$ cat src/design/ssc_pkg.sv
`timescale 1ns / 1ps
// ----------------------------------------------------------------------------
// ssc_pkg
// Shared types, codes, segment patterns and digit helpers for the
// seven-segment scan controller.
// ----------------------------------------------------------------------------
package ssc_pkg;

    // opcodes
    localparam logic [2:0] OP_TICK = 3'd0;
    localparam logic [2:0] OP_VIN  = 3'd1;
    localparam logic [2:0] OP_VOUT = 3'd2;
    localparam logic [2:0] OP_CUR  = 3'd3;
    localparam logic [2:0] OP_CONF = 3'd4;

    // update kinds
    localparam logic [1:0] MODE_NONE = 2'd0;
    localparam logic [1:0] MODE_SLOW = 2'd1;
    localparam logic [1:0] MODE_FAST = 2'd2;

    localparam logic [15:0] REFRESH_HOLD_RESET = 16'd50;

    // digit select pattern
    localparam logic [15:0] SEL_BASE = 16'hFF00;
    localparam logic [15:0] SEL_PAIR = 16'h0300;

    // letters and dot
    localparam logic [7:0] SEG_E   = 8'h9E;
    localparam logic [7:0] SEG_V   = 8'h7C;
    localparam logic [7:0] SEG_A   = 8'hEE;
    localparam logic [7:0] SEG_C   = 8'h9C;
    localparam logic [7:0] SEG_O   = 8'hFC;
    localparam logic [7:0] SEG_N   = 8'hEC;
    localparam logic [7:0] SEG_F   = 8'h8E;
    localparam logic [7:0] SEG_DOT = 8'h01;

    localparam int QUEUE_DEPTH = 4;

    typedef struct packed {
        logic [3:0]  digit;
        logic [15:0] rem;
    } digit_t;

    // word between front and back
    typedef struct packed {
        logic            is_tick;
        logic [1:0]      mode;
        logic [3:0][7:0] segs;
    } cmd_t;

    // one decimal digit at a constant place, by parallel compares
    function automatic digit_t split_digit(input logic [15:0] x, input logic [16:0] place);
        digit_t      r;
        logic [20:0] prod;
        r.digit = '0;
        for (int k = 1; k < 10; k++) begin
            if ({5'd0, x} >= 21'(k) * {4'd0, place}) begin
                r.digit = 4'(k);
            end
        end
        prod  = {17'd0, r.digit} * {4'd0, place};
        r.rem = x - prod[15:0];
        return r;
    endfunction

    function automatic logic [7:0] seg_of(input logic [3:0] d);
        logic [7:0] s;
        unique case (d)
            4'd0:    s = 8'hFC;
            4'd1:    s = 8'h60;
            4'd2:    s = 8'hDA;
            4'd3:    s = 8'hF2;
            4'd4:    s = 8'h66;
            4'd5:    s = 8'hB6;
            4'd6:    s = 8'hBE;
            4'd7:    s = 8'hE0;
            4'd8:    s = 8'hFE;
            4'd9:    s = 8'hF6;
            default: s = 8'h00;
        endcase
        return s;
    endfunction

endpackage

$ cat src/design/seven_segment_scan_controller.sv
`timescale 1ns / 1ps
// ----------------------------------------------------------------------------
// seven_segment_scan_controller
// Four-digit multiplexed seven-segment driver with pending and shown buffers.
// ----------------------------------------------------------------------------
// Takes one word per clock on the s_ channel while s_ready is high. Show words
// (opcodes 1 to 4) fill the pending buffer and arm the update kind they carry;
// they produce no output. Each tick word produces one 16-bit frame on the m_
// channel, shifted out LSB first by the user and then latched. A word passes
// two front stages (decimal split of the value), a four-entry queue and the
// output register. Words are taken at one per cycle while m_ready keeps the
// single output register draining; the queue lets show words keep flowing
// while a frame waits. refresh_hold is written on the cfg_ channel; the
// user must write it only while no word is in flight, and the block does
// not enforce this.
// ----------------------------------------------------------------------------
module seven_segment_scan_controller (
    input  logic        aclk,
    input  logic        aresetn,
    input  logic        s_valid,
    output logic        s_ready,
    input  logic [2:0]  s_opcode,
    input  logic [15:0] s_value,
    input  logic [1:0]  s_update_kind,
    output logic        m_valid,
    input  logic        m_ready,
    output logic [15:0] m_frame_word,
    output logic [1:0]  m_digit_index,
    output logic        m_buffer_copied,
    input  logic        cfg_valid,
    output logic        cfg_ready,
    input  logic [15:0] cfg_data
);

    logic [15:0]   refresh_hold_reg, refresh_hold_next;
    logic          fq_valid, fq_ready, qb_valid, qb_ready;
    ssc_pkg::cmd_t fq_cmd, qb_cmd;

    assign cfg_ready         = 1'b1;
    assign refresh_hold_next = (cfg_valid && cfg_ready) ? cfg_data : refresh_hold_reg;

    always_ff @(posedge aclk) begin
        if (!aresetn) begin
            refresh_hold_reg <= ssc_pkg::REFRESH_HOLD_RESET;
        end else begin
            refresh_hold_reg <= refresh_hold_next;
        end
    end

    ssc_front u_front (
        .aclk          (aclk),
        .aresetn       (aresetn),
        .s_valid       (s_valid),
        .s_ready       (s_ready),
        .s_opcode      (s_opcode),
        .s_value       (s_value),
        .s_update_kind (s_update_kind),
        .q_valid       (fq_valid),
        .q_ready       (fq_ready),
        .q_cmd         (fq_cmd)
    );

    ssc_queue u_queue (
        .aclk      (aclk),
        .aresetn   (aresetn),
        .in_valid  (fq_valid),
        .in_ready  (fq_ready),
        .in_cmd    (fq_cmd),
        .out_valid (qb_valid),
        .out_ready (qb_ready),
        .out_cmd   (qb_cmd)
    );

    ssc_back u_back (
        .aclk            (aclk),
        .aresetn         (aresetn),
        .refresh_hold    (refresh_hold_reg),
        .q_valid         (qb_valid),
        .q_ready         (qb_ready),
        .q_cmd           (qb_cmd),
        .m_valid         (m_valid),
        .m_ready         (m_ready),
        .m_frame_word    (m_frame_word),
        .m_digit_index   (m_digit_index),
        .m_buffer_copied (m_buffer_copied)
    );

endmodule

$ cat src/design/ssc_front.sv
`timescale 1ns / 1ps
// ----------------------------------------------------------------------------
// ssc_front
// Accepts items, drops unused opcodes, splits the value into decimal digits
// over two stages and builds the segment word for the queue.
// ----------------------------------------------------------------------------
module ssc_front (
    input  logic          aclk,
    input  logic          aresetn,
    input  logic          s_valid,
    output logic          s_ready,
    input  logic [2:0]    s_opcode,
    input  logic [15:0]   s_value,
    input  logic [1:0]    s_update_kind,
    output logic          q_valid,
    input  logic          q_ready,
    output ssc_pkg::cmd_t q_cmd
);

    logic        v1_reg, v1_next;
    logic [2:0]  op1_reg;
    logic [1:0]  kind1_reg;
    logic [2:0]  d0_1_reg;
    logic [13:0] r1_reg;

    logic        v2_reg, v2_next;
    logic [2:0]  op2_reg;
    logic [1:0]  kind2_reg;
    logic [2:0]  d0_2_reg;
    logic [3:0]  d1_2_reg;
    logic [9:0]  r2_reg;

    ssc_pkg::digit_t dig0, dig1, dig2, dig3;
    logic            ld1, adv1, s2_free;
    logic [7:0]      seg_a, seg_b, seg_c;
    logic [7:0]      s0, s1, s2, s3;
    logic            hi_nonzero;

    assign s2_free = !v2_reg || q_ready;
    assign adv1    = v1_reg && s2_free;
    assign s_ready = !v1_reg || adv1;
    // unused opcodes are taken and dropped here
    assign ld1     = s_valid && (s_opcode <= ssc_pkg::OP_CONF);

    assign dig0 = ssc_pkg::split_digit(s_value, 17'd10000);
    assign dig1 = ssc_pkg::split_digit({2'd0, r1_reg}, 17'd1000);

    assign v1_next = s_ready ? ld1 : v1_reg;
    assign v2_next = s2_free ? v1_reg : v2_reg;

    always_ff @(posedge aclk) begin
        if (!aresetn) begin
            v1_reg <= 1'b0;
            v2_reg <= 1'b0;
        end else begin
            v1_reg <= v1_next;
            v2_reg <= v2_next;
        end
    end

    always_ff @(posedge aclk) begin
        if (s_ready && ld1) begin
            op1_reg   <= s_opcode;
            kind1_reg <= s_update_kind;
            d0_1_reg  <= dig0.digit[2:0];
            r1_reg    <= dig0.rem[13:0];
        end
        if (adv1) begin
            op2_reg   <= op1_reg;
            kind2_reg <= kind1_reg;
            d0_2_reg  <= d0_1_reg;
            d1_2_reg  <= dig1.digit;
            r2_reg    <= dig1.rem[9:0];
        end
    end

    // hundreds then tens, both on narrow values
    assign dig2 = ssc_pkg::split_digit({6'd0, r2_reg}, 17'd100);
    assign dig3 = ssc_pkg::split_digit(dig2.rem, 17'd10);

    assign hi_nonzero = (d0_2_reg != 3'd0);
    assign seg_a = hi_nonzero ? ssc_pkg::seg_of({1'b0, d0_2_reg})
                              : (ssc_pkg::seg_of(d1_2_reg) | ssc_pkg::SEG_DOT);
    assign seg_b = hi_nonzero ? (ssc_pkg::seg_of(d1_2_reg) | ssc_pkg::SEG_DOT)
                              : ssc_pkg::seg_of(dig2.digit);
    assign seg_c = hi_nonzero ? ssc_pkg::seg_of(dig2.digit)
                              : ssc_pkg::seg_of(dig3.digit);

    always_comb begin
        s3 = seg_a;
        s2 = seg_b;
        s1 = seg_c;
        s0 = ssc_pkg::SEG_V;
        unique case (op2_reg)
            ssc_pkg::OP_VIN: begin
                s3 = ssc_pkg::SEG_E;
                s2 = seg_a;
                s1 = seg_b;
                s0 = seg_c;
            end
            ssc_pkg::OP_CUR: begin
                s0 = ssc_pkg::SEG_A;
            end
            ssc_pkg::OP_CONF: begin
                s3 = ssc_pkg::SEG_C;
                s2 = ssc_pkg::SEG_O;
                s1 = ssc_pkg::SEG_N;
                s0 = ssc_pkg::SEG_F | ssc_pkg::SEG_DOT;
            end
            default: begin
                s0 = ssc_pkg::SEG_V;
            end
        endcase
    end

    assign q_valid      = v2_reg;
    assign q_cmd.is_tick = (op2_reg == ssc_pkg::OP_TICK);
    assign q_cmd.mode    = kind2_reg;
    assign q_cmd.segs    = {s3, s2, s1, s0};

endmodule

$ cat src/design/ssc_queue.sv
`timescale 1ns / 1ps
// ----------------------------------------------------------------------------
// ssc_queue
// Short in-order queue of command words between front and back.
// ----------------------------------------------------------------------------
module ssc_queue (
    input  logic          aclk,
    input  logic          aresetn,
    input  logic          in_valid,
    output logic          in_ready,
    input  ssc_pkg::cmd_t in_cmd,
    output logic          out_valid,
    input  logic          out_ready,
    output ssc_pkg::cmd_t out_cmd
);

    localparam int PW = $clog2(ssc_pkg::QUEUE_DEPTH);
    localparam int CW = $clog2(ssc_pkg::QUEUE_DEPTH + 1);

    ssc_pkg::cmd_t   mem [ssc_pkg::QUEUE_DEPTH];
    logic [PW-1:0]   wr_ptr_reg, wr_ptr_next;
    logic [PW-1:0]   rd_ptr_reg, rd_ptr_next;
    logic [CW-1:0]   count_reg, count_next;
    logic            push, pop;

    assign in_ready  = (count_reg != CW'(ssc_pkg::QUEUE_DEPTH));
    assign out_valid = (count_reg != '0);
    assign push      = in_valid && in_ready;
    assign pop       = out_valid && out_ready;
    assign out_cmd   = mem[rd_ptr_reg];

    assign wr_ptr_next = push ? PW'(wr_ptr_reg + 1'b1) : wr_ptr_reg;
    assign rd_ptr_next = pop ? PW'(rd_ptr_reg + 1'b1) : rd_ptr_reg;
    assign count_next  = CW'(count_reg + CW'(push) - CW'(pop));

    always_ff @(posedge aclk) begin
        if (!aresetn) begin
            wr_ptr_reg <= '0;
            rd_ptr_reg <= '0;
            count_reg  <= '0;
        end else begin
            wr_ptr_reg <= wr_ptr_next;
            rd_ptr_reg <= rd_ptr_next;
            count_reg  <= count_next;
        end
    end

    always_ff @(posedge aclk) begin
        if (push) begin
            mem[wr_ptr_reg] <= in_cmd;
        end
    end

endmodule

$ cat src/design/ssc_back.sv
`timescale 1ns / 1ps
// ----------------------------------------------------------------------------
// ssc_back
// Holds pending and shown buffers, the hold counter and the scan position;
// applies writes and turns ticks into frame words.
// ----------------------------------------------------------------------------
module ssc_back (
    input  logic          aclk,
    input  logic          aresetn,
    input  logic [15:0]   refresh_hold,
    input  logic          q_valid,
    output logic          q_ready,
    input  ssc_pkg::cmd_t q_cmd,
    output logic          m_valid,
    input  logic          m_ready,
    output logic [15:0]   m_frame_word,
    output logic [1:0]    m_digit_index,
    output logic          m_buffer_copied
);

    logic [3:0][7:0] pending_reg, shown_reg;
    logic [3:0][7:0] shown_next, shown_sel;
    logic [1:0]      mode_reg, mode_next;
    logic [15:0]     hold_reg, hold_next, hold_dec;
    logic [1:0]      scan_reg, scan_next;
    logic            m_valid_reg, m_valid_next;
    logic [15:0]     frame_reg, frame_next;
    logic [1:0]      index_reg;
    logic            copied_reg;
    logic            pop, pop_tick, pop_write, copy;
    logic [15:0]     sel;

    assign q_ready   = !q_cmd.is_tick || !m_valid_reg || m_ready;
    assign pop       = q_valid && q_ready;
    assign pop_tick  = pop && q_cmd.is_tick;
    assign pop_write = pop && !q_cmd.is_tick;

    // counter steps down before the slow-update check
    assign hold_dec  = (hold_reg != 16'd0) ? hold_reg - 16'd1 : 16'd0;
    assign copy      = ((mode_reg == ssc_pkg::MODE_SLOW) && (hold_dec == 16'd0))
                       || (mode_reg == ssc_pkg::MODE_FAST);
    assign shown_sel = copy ? pending_reg : shown_reg;

    assign sel        = ssc_pkg::SEL_BASE ^ (ssc_pkg::SEL_PAIR << {scan_reg, 1'b0});
    assign frame_next = sel | {8'h00, shown_sel[scan_reg]};

    assign shown_next = pop_tick ? shown_sel : shown_reg;
    assign scan_next  = pop_tick ? 2'(scan_reg + 1'b1) : scan_reg;

    always_comb begin
        mode_next = mode_reg;
        hold_next = hold_reg;
        if (pop_write) begin
            mode_next = q_cmd.mode;
        end else if (pop_tick) begin
            hold_next = copy ? refresh_hold : hold_dec;
            if (copy) begin
                mode_next = ssc_pkg::MODE_NONE;
            end
        end
    end

    always_comb begin
        priority if (pop_tick) begin
            m_valid_next = 1'b1;
        end else if (m_ready) begin
            m_valid_next = 1'b0;
        end else begin
            m_valid_next = m_valid_reg;
        end
    end

    always_ff @(posedge aclk) begin
        if (!aresetn) begin
            pending_reg <= '0;
            shown_reg   <= '0;
            mode_reg    <= ssc_pkg::MODE_NONE;
            hold_reg    <= '0;
            scan_reg    <= '0;
            m_valid_reg <= 1'b0;
        end else begin
            if (pop_write) begin
                pending_reg <= q_cmd.segs;
            end
            shown_reg   <= shown_next;
            mode_reg    <= mode_next;
            hold_reg    <= hold_next;
            scan_reg    <= scan_next;
            m_valid_reg <= m_valid_next;
        end
    end

    always_ff @(posedge aclk) begin
        if (pop_tick) begin
            frame_reg  <= frame_next;
            index_reg  <= scan_reg;
            copied_reg <= copy;
        end
    end

    assign m_valid         = m_valid_reg;
    assign m_frame_word    = frame_reg;
    assign m_digit_index   = index_reg;
    assign m_buffer_copied = copied_reg;

endmodule

$ cat config.mk
export PLATFORM = sky130hd
export DESIGN_NAME = seven_segment_scan_controller
export DESIGN_NICKNAME = d
export VERILOG_FILES = /design/src/design/ssc_pkg.sv /design/src/design/seven_segment_scan_controller.sv /design/src/design/ssc_front.sv /design/src/design/ssc_queue.sv /design/src/design/ssc_back.sv
export SDC_FILE = /design/constraint.sdc
export NUM_CORES = 1
export LEC_CHECK = 0
export BUFFER_PORTS_ARGS = -buffer_cell sky130_fd_sc_hd__buf_2
export CAP_MARGIN = 20
export CORE_ASPECT_RATIO = 1.4
export CORE_MARGIN = 1.5
export CORE_UTILIZATION = 67
export DETAILED_ROUTE_END_ITERATION = 16
export PLACE_DENSITY = 0.9
export SLEW_MARGIN = 20
export SYNTH_ARGS = -nofsm -noshare
export SYNTH_HDL_FRONTEND = slang
export SYNTH_SLANG_ARGS = --single-unit
$ cat constraint.sdc
create_clock -name aclk -period 10.5 [get_ports aclk]
set_input_delay 1.05 -clock aclk [delete_from_list [all_inputs] [get_ports aclk]]
set_output_delay 1.05 -clock aclk [all_outputs]
set_load 0.02 [all_outputs]
# ---- Word-level counts from Yosys, hierarchy flattened
# Memory sizes are Yosys's and may differ from the RTL's. A register that Yosys moved wholly into a read port is not among the register bits.
# Index checks and enable logic that the tools add are counted.
dict set report classes {
  shifts 1
  reduce_logical 27
  mux 57
  multipliers 3
  order_cmp 35
  n_div 0
  eq_ne 6
  bitwise 3
  n_addsub 9
}
# operator n
set op_table {}
lappend op_table {{$ge A14 B13 Y1 const B} 4}
lappend op_table {{$mux W4} 13}
lappend op_table {{$ge A16 B16 Y1 const B} 3}
lappend op_table {{$ge A16 B6 Y1 const B} 3}
lappend op_table {{$ge A16 B7 Y1 const B} 3}
lappend op_table {{$pmux W8 S2} 3}
lappend op_table {{$ge A10 B10 Y1 const B} 4}
lappend op_table {{$mux W3} 13}
lappend op_table {{$ge A16 B15 Y1 const B} 2}
lappend op_table {{$ge A16 B5 Y1 const B} 2}
lappend op_table {{$mux W16} 2}
lappend op_table {{$mux W32} 1}
lappend op_table {{$mux W8} 4}
lappend op_table {{$ge A10 B9 Y1 const B} 3}
lappend op_table {{$ge A14 B12 Y1 const B} 2}
lappend op_table {{$pmux W8 S3} 1}
lappend op_table {{$mux W2} 11}
lappend op_table {{$bmux W8 S2} 1}
lappend op_table {{$ge A16 B14 Y1 const B} 1}
lappend op_table {{$ge A16 B4 Y1 const B} 1}
lappend op_table {{$logic_not A16 Y1} 1}
lappend op_table {{$or A16 B8 Y16} 1}
lappend op_table {{$reduce_bool A16 Y1} 1}
lappend op_table {{$shl A10 B3 Y16 const A} 1}
lappend op_table {{33 further kinds} 60}
dict set report totals {
  mem_count 7
  latch_bits 0
  out_inout_bits 22
  inputBits 42
  ram_bits 140
  word_cells 178
  ff_bits 173
  romBits 616
}
# memory depth width read_ports rd_clocked_by_memory_dff write_ports line_no
set mem_list {}
lappend mem_list {u_queue.mem 4 35 1 1 1 ssc_queue.sv:20} ;# ssc_pkg::cmd_t mem [ssc_pkg::QUEUE_DEPTH];
lappend mem_list {{(no name shown)} 16 7 1 0 0 ssc_pkg.sv:68} ;# unique case (d)
lappend mem_list {{(no name shown)} 16 7 1 0 0 ssc_pkg.sv:68}
lappend mem_list {{(no name shown)} 16 7 1 0 0 ssc_pkg.sv:68}
lappend mem_list {{(no name shown)} 16 7 1 1 0 ssc_pkg.sv:68}
lappend mem_list {{(no name shown)} 16 7 1 1 0 ssc_pkg.sv:68}
lappend mem_list {{1 more memories} -- -- -- -- -- --}

# ---- Longest topological paths before layout
# An unclocked memory read counts as a cell.
dict set report logic_depth {
  word_depth 25
  depth_mapped 27
  depth_no_buf 26
}

# ---- By module
# A second synthesis with hierarchy kept.
dict set report hier_totals {
  cells_unflattened 1448
  area_unflattened_um2 16649.7
}
# mod instances area_per_inst_um2 cells_each
set by_module_without_submodules {}
lappend by_module_without_submodules {ssc_queue 1 5575.3 231}
lappend by_module_without_submodules {ssc_front 1 5469.0 633}
lappend by_module_without_submodules {ssc_back 1 4986.0 531}
lappend by_module_without_submodules {seven_segment_scan_controller 1 619.3 53}

# ---- Worst setup path after synthesis
# OpenSTA, ideal clock, no wires.
dict set report synth_timing {
  path_type {register -> register}
  start {register u_front.r2_reg[3]}
  end {memory u_queue.mem[0][9] in the netlist's numbering (data pin)}
  path_buffers 0
  path_stages_with_launch 26
  setup_slack_ns 4.941
  period_less_slack_ns 5.559
  t_arrival_ns 5.292
  path_cell_list {edfxtp_1 -> or3_1 -> a31oi_1 -> nor3_1 -> a21oi_1 -> nor2_1 -> o21ai_0 -> o21ai_0 -> ha_1 -> inv_1 -> ha_1 -> inv_1 -> fa_1 -> xor2_1 -> ha_1 -> o21a_1 -> o21ai_0 -> a31oi_1 -> a31oi_1 -> or4_1 -> or2_2 -> inv_1 -> ha_1 -> a31oi_1 -> a311o_1 -> a32o_1}
}
# item line_no
set synth_rtl {}
lappend synth_rtl {{start, declared} ssc_front.sv:31} ;# logic [9:0] r2_reg;
lappend synth_rtl {{start signal, assigned} ssc_front.sv:73} ;# r2_reg <= dig1.rem[9:0];
lappend synth_rtl {{end, declared} ssc_queue.sv:20}

==> results_dict.tcl <==
set metrics [dict create \
    status "complete, no violations" \
    rsz0062_at_grt "false" \
    port_buffers 61 \
    fin_area_um2 17600 \
    antenna_cells 0 \
    hold_depth 0 \
    maxSlewViolCount 0 \
    r2r-end "u_queue.mem[2][11]" \
    fin_hold_ws_ns 0.419 \
    first_pass_iters 8 \
    track_usage 0.279 \
    r2r-start "u_front.r2_reg[3]" \
    postLayoutCoreUtil 0.738 \
    power_density_nw_per_um2 336 \
    cts.reportedPaths.clkPinSlew_ns 0.07 \
    syn-num-nets 1600 \
    p_leak_nw 6.55 \
    clockBufferDepth 3 \
    required_ns 10.76 \
    drive_gt1_frac 0.122 \
    cts_resized 0 \
    largest_register_ffs 140 \
    synth_top_cell_by_area "edfxtp_1" \
    skew_ns 0.0147 \
    drt_iter0_drc 1432 \
    worstHoldStart "u_front.r1_reg[1]" \
    ys_seq_area_frac 0.523 \
    syn_to_final_growth_pct 8.91 \
    wl_per_cell_um 18.8 \
    cts_tree "built" \
    grt_pass1_vias 11603 \
    coreArea_um2 23800 \
    timing.setup.tns_ns 0 \
    final_cell_mix "nand2_1 (238), edfxtp_1 (197), dfxtp_1 (125), ha_1 (76)" \
    syn_area_um2 16100 \
    grt_first_pass_wirelength_um 56500 \
    setup_viol 0 \
    synth_cell_types 75 \
    synth.top_cells.by_area "edfxtp_1 (37%), dfxtp_1 (16%), ha_1 (5.9%), nand2_1 (5.6%), mux4_2 (4.9%)" \
    tightest_slew_ns 0.962 \
    hold_end "u_front.r2_reg[1]" \
    wirelength_um 34600 \
    yosysWarnings 0 \
    die_y_um 187 \
    overflow 0 \
    cp_max_fo 8 \
    cp-start-kind "flip-flop" \
    max-cap-violations 0 \
    ant_nets 0 \
    fin_crit_ns 6.43 \
    synth-edff-count 197 \
    clock_latency_ns 0.55 \
    synth_top_flop_cell "edfxtp_1" \
    cp.arrival_ns 6.70 \
    reg2regPathDepth 24 \
    final.period_utilization 0.613 \
    setup_ws_ns 4.07 \
    cts_hold_buf 0 \
    postSynthCellCount 1471 \
    grt_max_degree 114 \
    cts.sinks 323 \
    yosys.area.top_type_share 0.367 \
    die_w_um 134 \
    root_buffer "clkbuf_16" \
    cts_setup_buffers 0 \
    critPathCaptureType "flip-flop" \
    die_area_um2 25000 \
    dp_hpwl_um 22500 \
    crit_type "reg -> reg" \
    synth_seq_cells 323 \
    ir_worst_vdd_uv 385 \
    cts_buffers 29 \
    htree_levels 1 \
    via_count 11643 \
    viasPerCell 6.34 \
    pre_cts_ws_ns 4.24 \
    syn_area_per_cell_um2 11.0 \
    final_nets 1634 \
    finalWeightedCongestion 0.972 \
    start_util 0.678 \
    antenna_found_initial 0 \
    place_area_um2 16600 \
    fmax_mhz 155 \
    ys_async_sr_fraction 0 \
    final_common_cell "nand2_1" \
    top_level_ports 64 \
    fp-row-count 67 \
    r2r_slack_ns 4.07 \
    drc 0 \
    finalHoldViolCount 0 \
    slew_headroom 0.359 \
    hold_class "reg -> reg" \
]
[layout make-up]
class                           instances  area (um^2)
Clock buffer                           34          744
Clock inverter                         19          195
Fill cell                            1490         6240
Inverter                               72          270
Multi-Input combinational cell       1002         7110
Sequential cell                       323         8440
Tap cell                              310          388
Timing Repair Buffer                   77          425
[how the worst max path moves through the flow]
stage | startpoint | to | slack [ns] | depth (start not counted)
after floorplan | u_front.r2_reg[3] | u_queue.mem[0][9] | 4.94 | 25
after global placement | u_front.r2_reg[3] | u_queue.mem[0][9] | 4.38 | 25
after detailed placement | u_front.r2_reg[3] | u_queue.mem[0][11] | 4.24 | 24
after CTS | u_front.r2_reg[3] | u_queue.mem[2][11] | 4.22 | 24
after global routing | u_front.r2_reg[7] | u_queue.mem[2][11] | 3.64 | 21
final | u_front.r2_reg[3] | u_queue.mem[2][11] | 4.07 | 24
[logic make-up after synthesis]
group,synth area share
buffers and inverters,0.0379
AOI/OAI and AO/OA,0.137
other,0.000232
muxes,0.0727
xor gates and xnor gates,0.0222
DFF,0.523
and+or+nand+nor,0.133
adders and majority gates,0.0732
[stage by stage]
stage | instances | power [mW]
floorplan | 1471 | 4.14
global placement | 1784 | 4.65
detailed placement | 1784 | 4.78
CTS | 1837 | 5.86
global route | 1837 | 6.30
finish | 1837 | 5.90
[worst max-delay path: stages, from the launching register on]
cell and delay (ns):
edfxtp_1 0.50, or3_1 0.43, a31oi_1 0.19, nor3_1 0.06, a21oi_1 0.13, nor2_1 0.04, o21ai_0 0.17, o21ai_0 0.31
ha_1 0.44, inv_1 0.07, ha_1 0.16, inv_1 0.06, fa_1 0.46, xor2_1 0.19, ha_1 0.33, o21a_1 0.13
o21ai_0 0.07, a31oi_1 0.19, a21oi_1 0.07, or3_1 0.43, a211oi_1 0.58, ha_1 0.28, o21ai_0 0.10, o21a_1 0.20
a211oi_1 0.54
[layer usage]
metal  vias to the layer above  track usage  part of all wire
li1                       5408            -                 -
met5                         -            0                 0
met3                       144       0.0356             0.053
met4                         0        0.144             0.052
met1                      5602        0.309              0.36
met2                       489        0.519              0.53
[synthesized netlist by cell type (11+ instances only)]
master and count:
dfxtp_1 126, a31oi_1 22, nor3_1 27, and3_1 11, xnor2_1 27, nand2_1 239, inv_1 69, nor2b_1 24
o21ai_0 54, ha_1 76, o22ai_1 19, a21boi_1 20, and2_1 12, mux2i_1 34, edfxtp_1 197, mux4_2 35
xor2_1 12, buf_2 12, fa_1 11, nand3_1 45, nor2_1 70, a21oi_1 61, clkbuf_1 46, a21boi_0 51
[where the power goes]
part	switching (mW)	internal, mW	total [mW]
logic	1.86	1.21	3.07
registers	0.167	1.61	1.78
clock network	0.450	0.604	1.05
total	2.48	3.43	5.90
No activity file was read; power rests on OpenSTA's default activity.
